`src/hw/rtl/lsct_pkg.sv`:
```
// lsct_pkg: shared types, constants and the weight table of the line sensor
// centroid tracker. No dependencies.

package lsct_pkg;

  localparam int unsigned CHANNELS_DEF = 8;

  // field widths
  localparam int unsigned KIND_W   = 2;
  localparam int unsigned DATA_W   = 16;
  localparam int unsigned QUERY_W  = 3;
  localparam int unsigned LIMIT_W  = 8;
  localparam int unsigned POS_W    = 13;
  localparam int unsigned CNT_W    = 4;
  localparam int unsigned SEQ_W    = 32;
  localparam int unsigned STATE_W  = 8;
  localparam int unsigned AREG_W   = 5;
  localparam int unsigned TREG_W   = 6;
  localparam int unsigned SUM_W    = 14;

  // stream packing
  localparam int unsigned S_TDATA_W = 24;
  localparam int unsigned S_TUSER_W = 3;
  localparam int unsigned M_TDATA_W = 136;

  // read kinds
  localparam logic [KIND_W-1:0] KIND_STATE  = 2'd0;
  localparam logic [KIND_W-1:0] KIND_ANALOG = 2'd1;
  localparam logic [KIND_W-1:0] KIND_THRESH = 2'd2;

  localparam int unsigned ANALOG_BASE    = 6;
  localparam int unsigned THRESHOLD_BASE = 22;
  localparam logic [LIMIT_W-1:0] LIMIT_RESET = 8'd3;
  localparam logic [LIMIT_W-1:0] ERR_SAT     = 8'd255;

  // bit-serial steps
  localparam int unsigned ACC_STEPS = 8;
  localparam int unsigned DIV_STEPS = SUM_W;

  typedef enum logic [1:0] {
    ST_IDLE,
    ST_CALC,
    ST_EMIT
  } top_state_e;

  typedef enum logic [1:0] {
    CS_IDLE,
    CS_ACCUM,
    CS_SIGN,
    CS_DIVIDE
  } cent_state_e;

  typedef struct packed {
    logic                    done;
    logic signed [POS_W-1:0] position;
    logic [CNT_W-1:0]        active;
  } cent_rsp_t;

  // sensor weight, bit 0 is leftmost
  function automatic logic signed [SUM_W-1:0] weight(input logic [2:0] idx);
    logic signed [SUM_W-1:0] w;
    case (idx)
      3'd0:    w = -14'sd3500;
      3'd1:    w = -14'sd2500;
      3'd2:    w = -14'sd1500;
      3'd3:    w = -14'sd500;
      3'd4:    w = 14'sd500;
      3'd5:    w = 14'sd1500;
      3'd6:    w = 14'sd2500;
      3'd7:    w = 14'sd3500;
      default: w = '0;
    endcase
    return w;
  endfunction

endpackage

```
`src/hw/rtl/lsct_centroid.sv`:
```
// lsct_centroid: bit-serial weighted centroid of the 8-bit state byte.
// Accumulates one sensor bit per cycle, then restoring division one quotient
// bit per cycle. Depends on lsct_pkg.

module lsct_centroid (
  input  logic                clk_i,
  input  logic                rst_ni,
  input  logic                start_i,
  input  logic [7:0]          bits_i,
  output lsct_pkg::cent_rsp_t rsp_o
);

  lsct_pkg::cent_state_e state_q, state_d;

  logic [3:0]                        step_q, step_d;
  logic [7:0]                        bits_q, bits_d;
  logic signed [lsct_pkg::SUM_W-1:0] sum_q, sum_d;
  logic [lsct_pkg::CNT_W-1:0]        n_q, n_d;
  logic                              neg_q, neg_d;
  logic [3:0]                        rem_q, rem_d;
  logic [lsct_pkg::SUM_W-1:0]        dvd_q, dvd_d;

  logic [4:0]                 trial;
  logic                       qbit;
  logic [lsct_pkg::POS_W-1:0] quot;
  logic                       acc_last;
  logic                       div_last;

  assign trial    = {rem_q, dvd_q[lsct_pkg::SUM_W-1]};
  assign qbit     = (trial >= {1'b0, n_q});
  assign quot     = {dvd_q[lsct_pkg::POS_W-2:0], qbit};
  assign acc_last = (step_q == 4'(lsct_pkg::ACC_STEPS - 1));
  assign div_last = (step_q == 4'(lsct_pkg::DIV_STEPS - 1));

  // next state
  always_comb begin
    state_d = state_q;
    case (state_q)
      lsct_pkg::CS_IDLE:   if (start_i) state_d = lsct_pkg::CS_ACCUM;
      lsct_pkg::CS_ACCUM:  if (acc_last) state_d = lsct_pkg::CS_SIGN;
      lsct_pkg::CS_SIGN:   state_d = lsct_pkg::CS_DIVIDE;
      lsct_pkg::CS_DIVIDE: if (div_last) state_d = lsct_pkg::CS_IDLE;
      default:             state_d = lsct_pkg::CS_IDLE;
    endcase
  end

  // datapath
  always_comb begin
    step_d = step_q;
    bits_d = bits_q;
    sum_d  = sum_q;
    n_d    = n_q;
    neg_d  = neg_q;
    rem_d  = rem_q;
    dvd_d  = dvd_q;
    case (state_q)
      lsct_pkg::CS_IDLE: begin
        step_d = '0;
        bits_d = bits_i;
        sum_d  = '0;
        n_d    = '0;
      end
      lsct_pkg::CS_ACCUM: begin
        if (bits_q[0]) begin
          sum_d = sum_q + lsct_pkg::weight(step_q[2:0]);
          n_d   = n_q + 4'd1;
        end
        bits_d = {1'b0, bits_q[7:1]};
        step_d = acc_last ? 4'd0 : step_q + 4'd1;
      end
      lsct_pkg::CS_SIGN: begin
        neg_d = sum_q[lsct_pkg::SUM_W-1];
        dvd_d = sum_q[lsct_pkg::SUM_W-1] ? lsct_pkg::SUM_W'(-sum_q)
                                         : lsct_pkg::SUM_W'(sum_q);
        rem_d = '0;
      end
      lsct_pkg::CS_DIVIDE: begin
        rem_d  = qbit ? 4'(trial - {1'b0, n_q}) : trial[3:0];
        dvd_d  = {dvd_q[lsct_pkg::SUM_W-2:0], qbit};
        step_d = step_q + 4'd1;
      end
      default: ;
    endcase
  end

  // response
  always_comb begin
    rsp_o.done   = (state_q == lsct_pkg::CS_DIVIDE) && div_last;
    rsp_o.active = n_q;
    if (n_q == '0) begin
      rsp_o.position = '0;
    end else if (neg_q) begin
      rsp_o.position = -$signed(quot);
    end else begin
      rsp_o.position = $signed(quot);
    end
  end

  always_ff @(posedge clk_i or negedge rst_ni) begin
    if (!rst_ni) begin
      state_q <= lsct_pkg::CS_IDLE;
      step_q  <= '0;
    end else begin
      state_q <= state_d;
      step_q  <= step_d;
    end
  end

  always_ff @(posedge clk_i) begin
    bits_q <= bits_d;
    sum_q  <= sum_d;
    n_q    <= n_d;
    neg_q  <= neg_d;
    rem_q  <= rem_d;
    dvd_q  <= dvd_d;
  end

endmodule

```
`src/hw/rtl/line_sensor_centroid_tracker_top.sv`:
```
// Line sensor centroid tracker: a good state-byte read goes through bit-serial
// accumulation, a sign step and one-bit-per-cycle division in lsct_centroid, and
// its result is then loaded into the output register once that register is free;
// analog, threshold, failed and unused reads skip the centroid and wait only for the
// output register. One item is in flight at a time; a new beat is accepted while the
// previous result waits in the output register.
// Depends on lsct_pkg and lsct_centroid.

module line_sensor_centroid_tracker_top #(
  parameter int unsigned CHANNELS = lsct_pkg::CHANNELS_DEF
) (
  input  logic                               clk_i,
  input  logic                               rst_ni,
  input  logic                               cfg_we_i,
  input  logic [lsct_pkg::LIMIT_W-1:0]       cfg_wdata_i,
  input  logic                               s_axis_tvalid,
  output logic                               s_axis_tready,
  // [15:0] read_data, [18:16] query_channel, [23:19] zero
  input  logic [lsct_pkg::S_TDATA_W-1:0]     s_axis_tdata,
  // [1:0] kind, [2] read_ok
  input  logic [lsct_pkg::S_TUSER_W-1:0]     s_axis_tuser,
  output logic                               m_axis_tvalid,
  input  logic                               m_axis_tready,
  // [12:0] position, [16:13] lit_count, [17] no_line, [18] connected,
  // [50:19] good_reads, [82:51] error_total, [90:83] state_bits,
  // [95:91] next_analog_register, [101:96] next_threshold_register,
  // [117:102] analog_at_query, [133:118] threshold_at_query, [135:134] zero
  output logic [lsct_pkg::M_TDATA_W-1:0]     m_axis_tdata
);

  localparam int unsigned CH_W = $clog2(CHANNELS);

  lsct_pkg::top_state_e state_q, state_d;

  logic [lsct_pkg::LIMIT_W-1:0]      limit_q;
  logic [lsct_pkg::LIMIT_W-1:0]      cons_q;
  logic                              conn_q;
  logic [lsct_pkg::SEQ_W-1:0]        seq_q;
  logic [lsct_pkg::SEQ_W-1:0]        err_q;
  logic [lsct_pkg::STATE_W-1:0]      last_q;
  logic signed [lsct_pkg::POS_W-1:0] pos_q;
  logic [lsct_pkg::CNT_W-1:0]        act_q;
  logic                              lost_q;
  logic [CH_W-1:0]                   ach_q;
  logic [CH_W-1:0]                   tch_q;
  logic [CH_W-1:0]                   query_q;
  logic [lsct_pkg::DATA_W-1:0]       astore_q [CHANNELS];
  logic [lsct_pkg::DATA_W-1:0]       tstore_q [CHANNELS];
  logic                              out_vld_q;
  logic [lsct_pkg::M_TDATA_W-1:0]    out_data_q;

  logic [lsct_pkg::KIND_W-1:0] in_kind;
  logic                        in_ok;
  logic [lsct_pkg::DATA_W-1:0] in_data;
  logic [CH_W-1:0]             in_query;
  logic                        in_acc;
  logic                        good_state;
  logic                        good_analog;
  logic                        good_thresh;
  logic                        fail;
  logic                        out_free;
  logic                        load_out;
  logic                        cent_start;
  logic [lsct_pkg::LIMIT_W-1:0] cons_inc;
  logic [lsct_pkg::AREG_W-1:0] next_areg;
  logic [lsct_pkg::TREG_W-1:0] next_treg;
  logic [lsct_pkg::M_TDATA_W-1:0] out_word;
  lsct_pkg::cent_rsp_t         cent_rsp;

  assign in_kind  = s_axis_tuser[lsct_pkg::KIND_W-1:0];
  assign in_ok    = s_axis_tuser[lsct_pkg::KIND_W];
  assign in_data  = s_axis_tdata[lsct_pkg::DATA_W-1:0];
  assign in_query = s_axis_tdata[lsct_pkg::DATA_W +: CH_W];
  assign in_acc   = s_axis_tvalid && s_axis_tready;

  assign good_state  = in_acc && in_ok && (in_kind == lsct_pkg::KIND_STATE);
  assign good_analog = in_acc && in_ok && (in_kind == lsct_pkg::KIND_ANALOG);
  assign good_thresh = in_acc && in_ok && (in_kind == lsct_pkg::KIND_THRESH);
  assign fail        = in_acc && !in_ok &&
                       ((in_kind == lsct_pkg::KIND_STATE) ||
                        (in_kind == lsct_pkg::KIND_ANALOG) ||
                        (in_kind == lsct_pkg::KIND_THRESH));

  assign cons_inc = (cons_q == lsct_pkg::ERR_SAT) ? cons_q : cons_q + 8'd1;
  assign out_free = !out_vld_q || m_axis_tready;

  assign next_areg = lsct_pkg::AREG_W'(lsct_pkg::ANALOG_BASE) +
                     lsct_pkg::AREG_W'({ach_q, 1'b0});
  assign next_treg = lsct_pkg::TREG_W'(lsct_pkg::THRESHOLD_BASE) +
                     lsct_pkg::TREG_W'({tch_q, 1'b0});

  assign out_word = {2'b00, tstore_q[query_q], astore_q[query_q], next_treg, next_areg,
                     last_q, err_q, seq_q, conn_q, lost_q, act_q, pos_q};

  lsct_centroid u_centroid (
    .clk_i  (clk_i),
    .rst_ni (rst_ni),
    .start_i(cent_start),
    .bits_i (in_data[lsct_pkg::STATE_W-1:0]),
    .rsp_o  (cent_rsp)
  );

  // next state
  always_comb begin
    state_d = state_q;
    case (state_q)
      lsct_pkg::ST_IDLE: begin
        if (in_acc) state_d = good_state ? lsct_pkg::ST_CALC : lsct_pkg::ST_EMIT;
      end
      lsct_pkg::ST_CALC: if (cent_rsp.done) state_d = lsct_pkg::ST_EMIT;
      lsct_pkg::ST_EMIT: if (out_free) state_d = lsct_pkg::ST_IDLE;
      default:           state_d = lsct_pkg::ST_IDLE;
    endcase
  end

  // outputs of the sequencer
  always_comb begin
    s_axis_tready = 1'b0;
    load_out      = 1'b0;
    case (state_q)
      lsct_pkg::ST_IDLE: s_axis_tready = 1'b1;
      lsct_pkg::ST_EMIT: load_out = out_free;
      default: ;
    endcase
  end

  assign cent_start = good_state;

  always_ff @(posedge clk_i or negedge rst_ni) begin
    if (!rst_ni) begin
      state_q   <= lsct_pkg::ST_IDLE;
      limit_q   <= lsct_pkg::LIMIT_RESET;
      cons_q    <= '0;
      conn_q    <= 1'b0;
      seq_q     <= '0;
      err_q     <= '0;
      last_q    <= '0;
      pos_q     <= '0;
      act_q     <= '0;
      lost_q    <= 1'b1;
      ach_q     <= '0;
      tch_q     <= '0;
      out_vld_q <= 1'b0;
      for (int i = 0; i < CHANNELS; i++) begin
        astore_q[i] <= '0;
        tstore_q[i] <= '0;
      end
    end else begin
      state_q <= state_d;
      if (cfg_we_i) limit_q <= cfg_wdata_i;
      if (good_state) begin
        last_q <= in_data[lsct_pkg::STATE_W-1:0];
        conn_q <= 1'b1;
        seq_q  <= seq_q + 32'd1;
        cons_q <= '0;
      end
      if (fail) begin
        err_q  <= err_q + 32'd1;
        cons_q <= cons_inc;
        if (cons_inc >= limit_q) conn_q <= 1'b0;
      end
      if (good_analog) begin
        astore_q[ach_q] <= in_data;
        ach_q <= (ach_q == CH_W'(CHANNELS - 1)) ? '0 : ach_q + 1'b1;
      end
      if (good_thresh) begin
        tstore_q[tch_q] <= in_data;
        tch_q <= (tch_q == CH_W'(CHANNELS - 1)) ? '0 : tch_q + 1'b1;
      end
      if (cent_rsp.done) begin
        pos_q  <= cent_rsp.position;
        act_q  <= cent_rsp.active;
        lost_q <= (cent_rsp.active == '0);
      end
      if (load_out) begin
        out_vld_q <= 1'b1;
      end else if (m_axis_tready) begin
        out_vld_q <= 1'b0;
      end
    end
  end

  always_ff @(posedge clk_i) begin
    if (in_acc) query_q <= in_query;
    if (load_out) out_data_q <= out_word;
  end

  assign m_axis_tvalid = out_vld_q;
  assign m_axis_tdata  = out_data_q;

  // lost flag always agrees with the active count
  a_lost_matches: assert property (@(posedge clk_i) disable iff (!rst_ni)
    lost_q == (act_q == '0))
    else $error("lost flag disagrees with lit count");

  // centroid finishes only while the sequencer waits for it
  a_done_in_calc: assert property (@(posedge clk_i) disable iff (!rst_ni)
    cent_rsp.done |-> (state_q == lsct_pkg::ST_CALC))
    else $error("centroid done outside calc state");

  // a good state read reconnects and clears the error run
  a_good_state_clears: assert property (@(posedge clk_i) disable iff (!rst_ni)
    good_state |=> (cons_q == '0) && conn_q)
    else $error("good state read did not clear error run");

  // the output register is never overwritten while a beat is stalled
  a_no_overwrite: assert property (@(posedge clk_i) disable iff (!rst_ni)
    load_out |-> (!out_vld_q || m_axis_tready))
    else $error("result register overwritten while stalled");

endmodule

```
`config.mk`:
```
export PLATFORM = sky130hd
export DESIGN_NAME = line_sensor_centroid_tracker_top
export DESIGN_NICKNAME = d
export VERILOG_FILES = /design/src/hw/rtl/lsct_pkg.sv /design/src/hw/rtl/lsct_centroid.sv /design/src/hw/rtl/line_sensor_centroid_tracker_top.sv
export SDC_FILE = /design/constraint.sdc
export NUM_CORES = 1
export LEC_CHECK = 0
export BUFFER_PORTS_ARGS = -buffer_cell sky130_fd_sc_hd__buf_2
export CORE_UTILIZATION = 60
export DETAILED_ROUTE_END_ITERATION = 8
export HOLD_SLACK_MARGIN = 0.1
export PLACE_DENSITY = 0.79
export SLEW_MARGIN = 40
export SYNTH_ARGS = -nofsm -noshare
export SYNTH_HDL_FRONTEND = slang
export SYNTH_SLANG_ARGS = --single-unit
```
`constraint.sdc`:
```
create_clock -name clk_i -period 8 [get_ports clk_i]
set_input_delay 0.4 -clock clk_i [delete_from_list [all_inputs] [get_ports clk_i]]
set_output_delay 0.4 -clock clk_i [all_outputs]
set_load 0.02 [all_outputs]
```
# ---- After elaboration in Yosys (flattened, before gate mapping)
# Memory sizes are Yosys's and may differ from the RTL's.
# Cells that the tools add are included.
dict set report word_totals {
  ff_bits 560
  romBits 88
  inputBits 40
  out_inout_bits 138
  word_cells 157
  mem_count 1
}
# name words width rd rd_clocked_by_memory_dff wr line
set mem_list {}
lappend mem_list {{(no name shown)} 8 11 1 0 0 lsct_pkg.sv:62} ;# case (idx)
dict set report classes {
  addsub 13
  magnitude_cmp 7
  eq_ne 19
  muxes 48
  bitwise_logic 3
  reduce_logical 27
}
# cell n
set op_table {}
lappend op_table {{$bwmux W128} 2}
lappend op_table {{$bmux W16 S3} 2}
lappend op_table {{$demux W16 S3} 2}
lappend op_table {{$mux W16} 6}
lappend op_table {{$add A32 B1 Y32 const B} 2}
lappend op_table {{$mux W14} 4}
lappend op_table {{$pmux W14 S2} 2}
lappend op_table {{$mux W13} 2}
lappend op_table {{$mux W8} 3}
lappend op_table {{$pmux W4 S2} 2}
lappend op_table {{$pmux W8 S2} 1}
lappend op_table {{$add A14 B14 Y14} 1}
lappend op_table {{$mux W2} 7}
lappend op_table {{$neg A14 Y14} 1}
lappend op_table {{$neg A13 Y13} 1}
lappend op_table {{$ge A4 B4 Y1 const B} 3}
lappend op_table {{$mux W4} 3}
lappend op_table {{$not A3 Y4} 3}
lappend op_table {{$pmux W4 S3} 1}
lappend op_table {{$logic_and A1 B1 Y1} 10}
lappend op_table {{$add A4 B1 Y4 const B} 2}
lappend op_table {{$add A8 B1 Y8 const B} 1}
lappend op_table {{$eq A2 B2 Y1 const B} 4}
lappend op_table {{$eq A8 B8 Y1 const B} 1}
lappend op_table {{other kinds (25)} 51}

# ---- Depth between registers and ports, before layout
# Gate-level depths: netlist of the first run.
dict set report depth {
  depth_word 8
  mapped_depth 12
  mapped_depth_nobuf 11
}

# ---- Modules after synthesis
# From an unflattened synthesis of the first run, not the netlist that was laid out.
dict set report hier_totals {
  cells_unflattened 1668
  hier_area_um2 24364.6
}
# module instances cells_each area_per_inst_um2
set by_module_without_submodules {}
lappend by_module_without_submodules {line_sensor_centroid_tracker_top 1 1330 20991.4}
lappend by_module_without_submodules {lsct_centroid 1 338 3373.2}

# ---- Worst setup path before layout of the first run
# Ideal clock, no wire load.
dict set report synth_path {
  path_kind {flip-flop to flip-flop}
  startpoint {register state_q[0]}
  endpoint {register out_data_q (netlist bit m_axis_tdata[0]) (enable)}
  setup_time_ps 640
  arrival_time_ps 6441
  required_time_ps 7360
  path_slack_ps 919
  stages_incl_launch_ff 3
  n_path_buf 0
  cell_sequence {dfrtp_1 nand2b_1 nor2b_1}
}
dict set report synth_between {
  elab_chain_cells 2
}
# item line
set synth_rtl {}
lappend synth_rtl {{start: declaration} line_sensor_centroid_tracker_top.sv:33} ;# lsct_pkg::top_state_e state_q, state_d;
lappend synth_rtl {{start signal: assignment} line_sensor_centroid_tracker_top.sv:131} ;# state_q <= lsct_pkg::ST_IDLE;
lappend synth_rtl {{start signal: assignment} line_sensor_centroid_tracker_top.sv:149} ;# state_q <= state_d;
lappend synth_rtl {{$eq A2 B2 Y1} line_sensor_centroid_tracker_top.sv:120} ;# case (state_q)
lappend synth_rtl {{$mux W1} line_sensor_centroid_tracker_top.sv:120}
lappend synth_rtl {{net load_out} line_sensor_centroid_tracker_top.sv:62} ;# logic load_out;
lappend synth_rtl {{end signal: assignment} line_sensor_centroid_tracker_top.sv:185} ;# if (load_out) out_data_q <= out_word;
lappend synth_rtl {{end: declaration} line_sensor_centroid_tracker_top.sv:50} ;# logic [lsct_pkg::M_TDATA_W-1:0] out_data_q;
# The timed path passes the listed nets, and every way through them passes these cells.
# A chain may end at the register's enable or synchronous reset.

# ---- Worst setup path in the final report of the first run
dict set report layout_path {
  startpoint {register u_centroid.step_q[0]}
  endpoint {register u_centroid.sum_q[12] in the netlist's numbering, data pin}
}
dict set report layout_between {
  elab_chain_cells 6
}
# item line
set layout_rtl {}
lappend layout_rtl {{start: declaration} lsct_centroid.sv:15} ;# logic [3:0] step_q, step_d;
lappend layout_rtl {{start signal: assignment} lsct_centroid.sv:105} ;# step_q <= step_d;
lappend layout_rtl {{$mem_v2 Z8 W11} -}
lappend layout_rtl {{$mux W14} lsct_centroid.sv:64} ;# if (bits_q[0]) begin
lappend layout_rtl {{$mux W14} lsct_centroid.sv:56} ;# case (state_q)
lappend layout_rtl {{$add A14 B14 Y14} lsct_centroid.sv:65} ;# sum_d = sum_q + lsct_pkg::weight(step_q[2:0]);
lappend layout_rtl {{$mux W14} lsct_centroid.sv:64}
lappend layout_rtl {{$pmux W14 S2} lsct_centroid.sv:56}
lappend layout_rtl {{end signal: assignment} lsct_centroid.sv:111} ;# sum_q <= sum_d;
lappend layout_rtl {{end: declaration} lsct_centroid.sv:17} ;# logic signed [lsct_pkg::SUM_W-1:0] sum_q, sum_d;
# Every way passes these cells. The select of a mux whose other input is x is not followed.

==> results of run 1 <==
[power groups by stage]
stage	logic (W)	registers (W)	clock network [W]
2_1_floorplan	0.00167	0.00443	0
3_3_place_gp	0.00230	0.00433	0
3_5_place_dp	0.00239	0.00439	0
4_1_cts	0.00242	0.00434	0.00256
5_1_grt	0.00264	0.00444	0.00266
6_report	0.00240	0.00434	0.00251
[cells in the mapped netlist, drive strengths merged (2+ instances only)]
master and count:
edfxtp 178, dfstp 3, o31ai 5, nand4 30, nand2 129, or3 11
nor4 14, dfrtp 375, nand3 31, mux2 300, a31o 2, o21a 7
and2 9, or4 4, xor2 37, mux2i 5, mux4 64, and3 17
ha 44, a21o 10, o21ai 55, or2 3, nor2 31, a21oi 21
a32o 2, inv 36, xnor2 56, clkbuf 51, nor3 22, buf 39
nand2b 8, o31a 2, a41oi 2, clkinv 2, o21bai 2, and4 8
o41ai 6, a21boi 2, nor2b 8, fa 2, a211oi 4, a31oi 4
nand3b 4
[flip-flops by register name, indices dropped and copies added (netlist names), 2 cells and up]
register	count
m_axis_tdata	132
astore_q	128
tstore_q	128
err_q	32
seq_q	32
u_centroid.dvd_q	14
pos_q	13
u_centroid.sum_q	12
cons_q	8
last_q	8
limit_q	8
u_centroid.bits_q	8
act_q	4
u_centroid.n_q	4
u_centroid.rem_q	4
u_centroid.step_q	4
ach_q	3
query_q	3
tch_q	3
state_q	2
u_centroid.state_q	2
[cells by family (layout without fill, tap and decap cells)]
group                      Yosys count  after routing  synth area share (%)
xor gates and xnor gates            93             93                 3.336
other                                1              4               0.01536
AOI/OAI and AO/OA                  131            131                 3.346
DFF                                556            556                 60.64
buffers and inverters              128            341                 2.444
and+or+nand+nor                    331            331                 7.548
adders and majority gates           46             46                 2.419
muxes                              369            369                 20.25
[routing by layer]
metal / global-route usage [%] / wire, um / up-vias
li1: - / - / 6397
met1: 34.26 / 21590 / 7301
met5: 0 / 8 / -
met3: 3.947 / 2295 / 89
met4: 7.223 / 1238 / 2
met2: 39.04 / 23580 / 337
[worst max-delay path, delay by kind of cell, from the launching register on]
family,cells,cell delay [ns]
adders and majority gates,2,0.69
DFF,1,0.52
buffers and inverters,1,0.13
xor gates and xnor gates,1,0.18
and+or+nand+nor,1,0.07
AOI/OAI and AO/OA,4,1.16
[worst paths after layout]
kind | startpoint | endpoint | slack [ns]
max | u_centroid.step_q[0] | u_centroid.sum_q[12] | 5.01
min | cfg_we_i | limit_q[1] | 0.15
max reg2reg | u_centroid.step_q[0] | u_centroid.sum_q[12] | 5.01
min reg2reg | last_q[5] | m_axis_tdata[88] | 0.44
max in group asynchronous | rst_ni | astore_q[37] | 6.17
min in group asynchronous | rst_ni | ach_q[0] | 0.31
[cell type report]
cell class,instances,area (um^2),share of cell area [%]
well taps,525,656.9,2.379
flip-flops and latches,556,14810,53.62
inverters,38,142.6,0.5165
repair buffers,201,1199,4.341
clock buffers,72,1460,5.287
multi-input cells,974,9057,32.80
clock inverters,30,291.5,1.056
[stage by stage]
step | instance area (um^2) | cells
finish | 27620 | 2396
global route | 27620 | 2396
CTS | 27600 | 2396
detailed placement | 25730 | 2282
global placement | 25650 | 2280
floorplan | 24430 | 1658
[timing repair]
item                                   CTS  global route
hold buffers                            12             0
endpoints found under the hold margin   59             0
setup endpoints to repair                0             0
==> summary.txt, run 1 <==
Setup path
  • Worst Setup Path Type: flop to flop
  • CP Cell Sequence: inv_1 > ha_1 > xor2_1 > ha_1 > o21a_1 > o31a_1 > o311ai_0 > a211o_1 > nand3_1
  • Crit start category: flop
  • Worst Path Required: 8.34 ns
  • Top cell by count, worst path: ha_1
  • CP peak stage delay: 0.62 ns
  • Critical Path Slowest Stage Cell: o311ai_0
  • Crit path DAT: 3.33 ns
  • CP endpoint kind: flop
  • Max Fanout on Critical Path: 8
  • Worst r2r path cells: 9

Power
  • P_sw: 0.002836 W
  • Leak: 12.43 nW
  • PwrDens: 334.7 nW/um^2
  • VDD IR max: 0.0001881 V
  • Internal power: 0.006408 W
  • Sequential group share of total power: 47.0%
  • Combinational power share: 25.9%
  • Clock network fraction of total power: 27.1%
  • Pwr Total: 0.009244 W
  • Sw Ratio: 30.68%

Routing
  • Final Routed Wirelength: 48710 um
  • Post-DRT Antenna Nets: 0
  • Total number of vias: 14126
  • DRC Markers: 0
  • Drt wl/cell: 20.33 um
  • DRT iter0 DRCs: 795
  • 1st-pass router iterations: 5
  • Routed vias/inst: 5.896

Yosys
  • Synth Cell Area: 24420 um^2
  • Post-synth EDFFs: 178
  • Ys async rst share: 67.99%
  • Synth Area per Inst: 14.75 um^2
  • Top cells by area, synth: dfrtp_1 38%, edfxtp_1 22%, mux2_2 13%, mux4_2 5.9%, ha_1 2.3%
  • Synth cell types: 66
  • Share of the synthesized area in the top cell type: 38.43%
  • Register bit total from synthesis: 556
  • Synth Flop Type: dfrtp_1
  • Sequential element share of the synthesized area: 60.64%
  • Synth area leader: dfrtp_1
  • Mapped Cells: 1655
  • Syn. warnings: 0

Clock tree
  • CTS Buf Count: 54
  • Root buffer cell: clkbuf_16
  • H-tree Lvls: 2
  • Worst-Skew Late Latency: 0.61 ns
  • Clock Sinks: 556
  • Post-cts resize count: 0
  • CTS tree: yes
  • Clk buf depth: 3
  • Clock-pin slew on the worst setup and hold paths: 0.06 ns
  • Post-CTS Setup Bufs: 0

STA
  • Crit path time final: 2.987 ns
  • Final Hold Fails: 0
  • Final worst slack: 5.013 ns
  • Period utilization: 37.34%
  • Max-slew headroom: 46.87%
  • Final max-slew violation count: 0
  • Worst slew pin tran: 0.7951 ns
  • Total negative slack: 0 ns
  • F_max: 334.8 MHz
  • Hold slack: 0.1487 ns
  • Setup violators final: 0
  • Fin Clk Skew: 0.02237 ns
  • RSZ-0062 raised after global routing: false

Finish
  • Area Growth Syn to Fin: 13.09%
  • Nets: 1911
  • Antenna cells: 0
  • Layout Utilization: 69.19%
  • Most frequent cells in the layout: 375 x dfrtp_1, 279 x mux2_2, 178 x edfxtp_1, 167 x buf_2, 128 x nand2_1
  • Share of cells above drive strength 1: 35.86%
  • Most common cell after layout, fill and taps aside: dfrtp_1
  • Fill count: 2591

Floorplan
  • Total core area: 39910 um^2
  • IO Count: 178
  • Row count: 73
  • Die Y: 203.7 um
  • Initial core utilization: 61.18%
  • Die X: 203.7 um
  • Full die area: 41510 um^2

Outcome
  • Status: completed

Worst hold path
  • Hold path cells: 3
  • Worst hold path type: primary input to flop

GRT
  • Initial antenna violation count: 1
  • Total GRT Usage: 24.26%
  • First-pass GRT wire length: 78650 um
  • Largest net degree at the start of global routing: 106
  • Gr ovfl total: 0
  • Vias in the first global route: 14460

Placed design
  • Placer congestion estimate: 0.8298
  • Post-placement setup slack: 5.050 ns
  • DP HPWL: 30590 um
  • I/O Buffers: 168

Job
  • Max cap viols: 0
Note: power is estimated with default switching activity, not from simulation.
==> run 2, diff against run 1 <==
==> constraint.sdc (replaced) <==
create_clock -name clk_i -period 3 [get_ports clk_i]
set_input_delay 0.15 -clock clk_i [delete_from_list [all_inputs] [get_ports clk_i]]
set_output_delay 0.15 -clock clk_i [all_outputs]
set_load 0.02 [all_outputs]
==> summary.txt, run 2 (synthesis gave the netlist of run 1 again) <==
Setup path
  • Crit. Startpoint: u_centroid.step_q[0]
  • Worst Setup Path Type: flop to flop
  • Crit start category: flop
  • CP Cell Sequence: inv_1 > ha_1 > xor2_1 > ha_1 > o21ai_0 > o21ai_0 > nand4_1 > a31o_2
  • R2r setup slk: 0.30 ns (-4.71 ns)
  • Reg2reg start: u_centroid.step_q[0]
  • Worst Path Required: 3.35 ns (-4.99 ns)
  • Crit path DAT: 3.05 ns (-0.28 ns)
  • Max Fanout on Critical Path: 8 (unchanged)
  • CP peak stage delay: 0.50 ns (-0.12 ns)
  • CP endpoint kind: flop
  • Critical Path Slowest Stage Cell: dfrtp_1
  • RR Endpoint: u_centroid.sum_q[13]
  • Worst r2r path cells: 8 (-1)

Floorplan
  • IO Count: 178 (unchanged)
  • Die X: 203.7 um (unchanged)
  • Row count: 73 (unchanged)
  • Initial core utilization: 61.18% (unchanged)
  • Total core area: 39910 um^2 (unchanged)
  • Die Y: 203.7 um (unchanged)
  • Full die area: 41510 um^2 (unchanged)

STA
  • Final max-slew violation count: 0 (unchanged)
  • Total negative slack: 0 ns (unchanged)
  • Max-slew headroom: 49.37% (+2.5 points)
  • Period utilization: 89.95% (+53 points)
  • Hold slack: 0.3063 ns (+0.1576 ns)
  • F_max: 370.6 MHz (+11%)
  • RSZ-0062 raised after global routing: false
  • Crit path time final: 2.699 ns (-0.2886 ns)
  • Setup violators final: 0 (unchanged)
  • Final Hold Fails: 0 (unchanged)
  • Worst slew pin tran: 0.7595 ns (-0.03564 ns)
  • Fin Clk Skew: 0.01176 ns (-0.01061 ns)

Power
  • Leak: 12.70 nW (+2.3%)
  • Clock network fraction of total power: 27.3% (+0.2 points)
  • Pwr Total: 0.02498 W (+170%)
  • P_sw: 0.007616 W (+170%)
  • Sw Ratio: 30.49% (-0.18 points)
  • Combinational power share: 26.2% (+0.3 points)
  • Sequential group share of total power: 46.5% (-0.5 points)
  • PwrDens: 884.2 nW/um^2 (+160%)
  • VDD IR max: 0.0005004 V (+170%)
  • Internal power: 0.01736 W (+170%)

Finish
  • Max reg flops: 132 (unchanged)
  • Share of cells above drive strength 1: 35.30% (-0.56 points)
  • Area Growth Syn to Fin: 15.67%
  • Non-Filler Instances: 2454 (+2.4%)
  • Most common cell after layout, fill and taps aside: dfrtp_1
  • Layout Utilization: 70.77% (+1.6 points)
  • Nets: 1969 (+3.0%)
  • Antenna cells: 0 (unchanged)
  • Most frequent cells in the layout: 374 x dfrtp_1, 279 x mux2_2, 178 x edfxtp_1, 167 x buf_2, 128 x nand2_1

Clock tree
  • Clk buf depth: 3 (unchanged)
  • CTS Buf Count: 54 (unchanged)
  • CTS tree: yes
  • CTS Hold Bufs: 50 (+38)
  • Root buffer cell: clkbuf_16
  • Clock Sinks: 556 (unchanged)
  • Clock-pin slew on the worst setup and hold paths: 0.06 ns (about the same)
  • Worst-Skew Late Latency: 0.59 ns (-0.02 ns)
  • H-tree Lvls: 2 (unchanged)
  • Post-CTS Setup Bufs: 0 (unchanged)
  • Post-cts resize count: 0 (unchanged)

Placed design
  • I/O Buffers: 168 (unchanged)
  • DP HPWL: 30560 um (-0.11%)
  • Placer congestion estimate: 0.8589 (+3.5%)
  • Placed insts: 2300 (+0.79%)

GRT
  • Vias in the first global route: 14754 (+2.0%)
  • Met3 GRT Util: 3.979% (+0.032 points)
  • GR Util met2: 40.35% (+1.3 points)
  • Met1 usage in global routing: 35.07% (+0.80 points)
  • Largest net degree at the start of global routing: 94 (-11%)
  • First-pass GRT wire length: 80100 um (+1.8%)
  • Gr ovfl total: 0 (unchanged)
  • Initial antenna violation count: 0 (-1)
  • GRT Max-Usage Layer: met2
  • Total GRT Usage: 24.83% (+0.58 points)

Routing
  • Routed vias/inst: 5.889 (-0.12%)
  • DRC Markers: 0 (unchanged)
  • DRT iter0 DRCs: 842 (+5.9%)
  • Drt wl/cell: 20.51 um (+0.91%)
  • 1st-pass router iterations: 6 (+1)
  • Final Routed Wirelength: 50340 um (+3.3%)
  • Post-DRT Antenna Nets: 0 (unchanged)
  • Total number of vias: 14451 (+2.3%)

Worst hold path
  • Hold EP: query_q[1]
  • Worst hold path type: primary input to flop
  • Hold_sp: s_axis_tdata[17]
  • Hold path cells: 2 (-1)

Job
  • Max cap viols: 0 (unchanged)

Outcome
  • Status: completed
run 2: changes by cell type in the layout (fill, tap and decap cells not counted), moves of 3 or more:
cell / delta
buf_4: +17
clkbuf_16: +3
clkbuf_1: +9
clkbuf_8: +6
clkinv_2: -10
clkinv_1: -5
dlygate4sd3_1: +39
buf_12: +7
buf_6: -3
run 2: area by class of cell:
cell class	count	area, um^2
clock buffers	91	1665
clock inverters	11	143.9
fillers	2483	11670
inverters	38	142.6
multi-input cells	974	9046
flip-flops and latches	556	14810
well taps	525	656.9
repair buffers	259	1782
run 2: critical path: cells and delay by family (launching register included):
family	cells	cell delay (ns)
AOI/OAI and AO/OA	3	0.78
adders and majority gates	2	0.66
DFF	1	0.50
and+or+nand+nor	1	0.21
xor gates and xnor gates	1	0.17
buffers and inverters	1	0.12
run 2: through the flow:
stage,setup WS (ns),area [um^2]
after floorplan,0.003824,24450
after global placement,0.3585,25900
after detailed placement,0.3257,25900
after CTS,0.2984,28210
after global routing,0.06324,28250
final,0.3014,28250
run 2: worst max-delay path by stage:
stage,endpoint,cells past startpoint
2_1_floorplan,m_axis_tdata[0],2
3_3_place_gp,u_centroid.sum_q[12],10
3_5_place_dp,pos_q[8],11
4_1_cts,pos_q[8],11
5_1_grt,pos_q[10],11
6_report,u_centroid.sum_q[13],8
run 2: metal layers:
layer,up-vias,routed length (um),part of all wire (%)
met4,0,1082,2.1
met3,87,2326,4.6
met1,7504,22230,44
met2,332,24710,49
met5,-,0,0
li1,6528,-,-
run 2: power groups by stage:
stage	Combinational [W]	Sequential (W)	Clock [W]
2_1_floorplan	0.00448	0.0117	0
3_3_place_gp	0.00618	0.0116	0
3_5_place_dp	0.00645	0.0117	0
4_1_cts	0.00657	0.0116	0.00694
5_1_grt	0.00718	0.0118	0.00721
6_report	0.00653	0.0116	0.00683
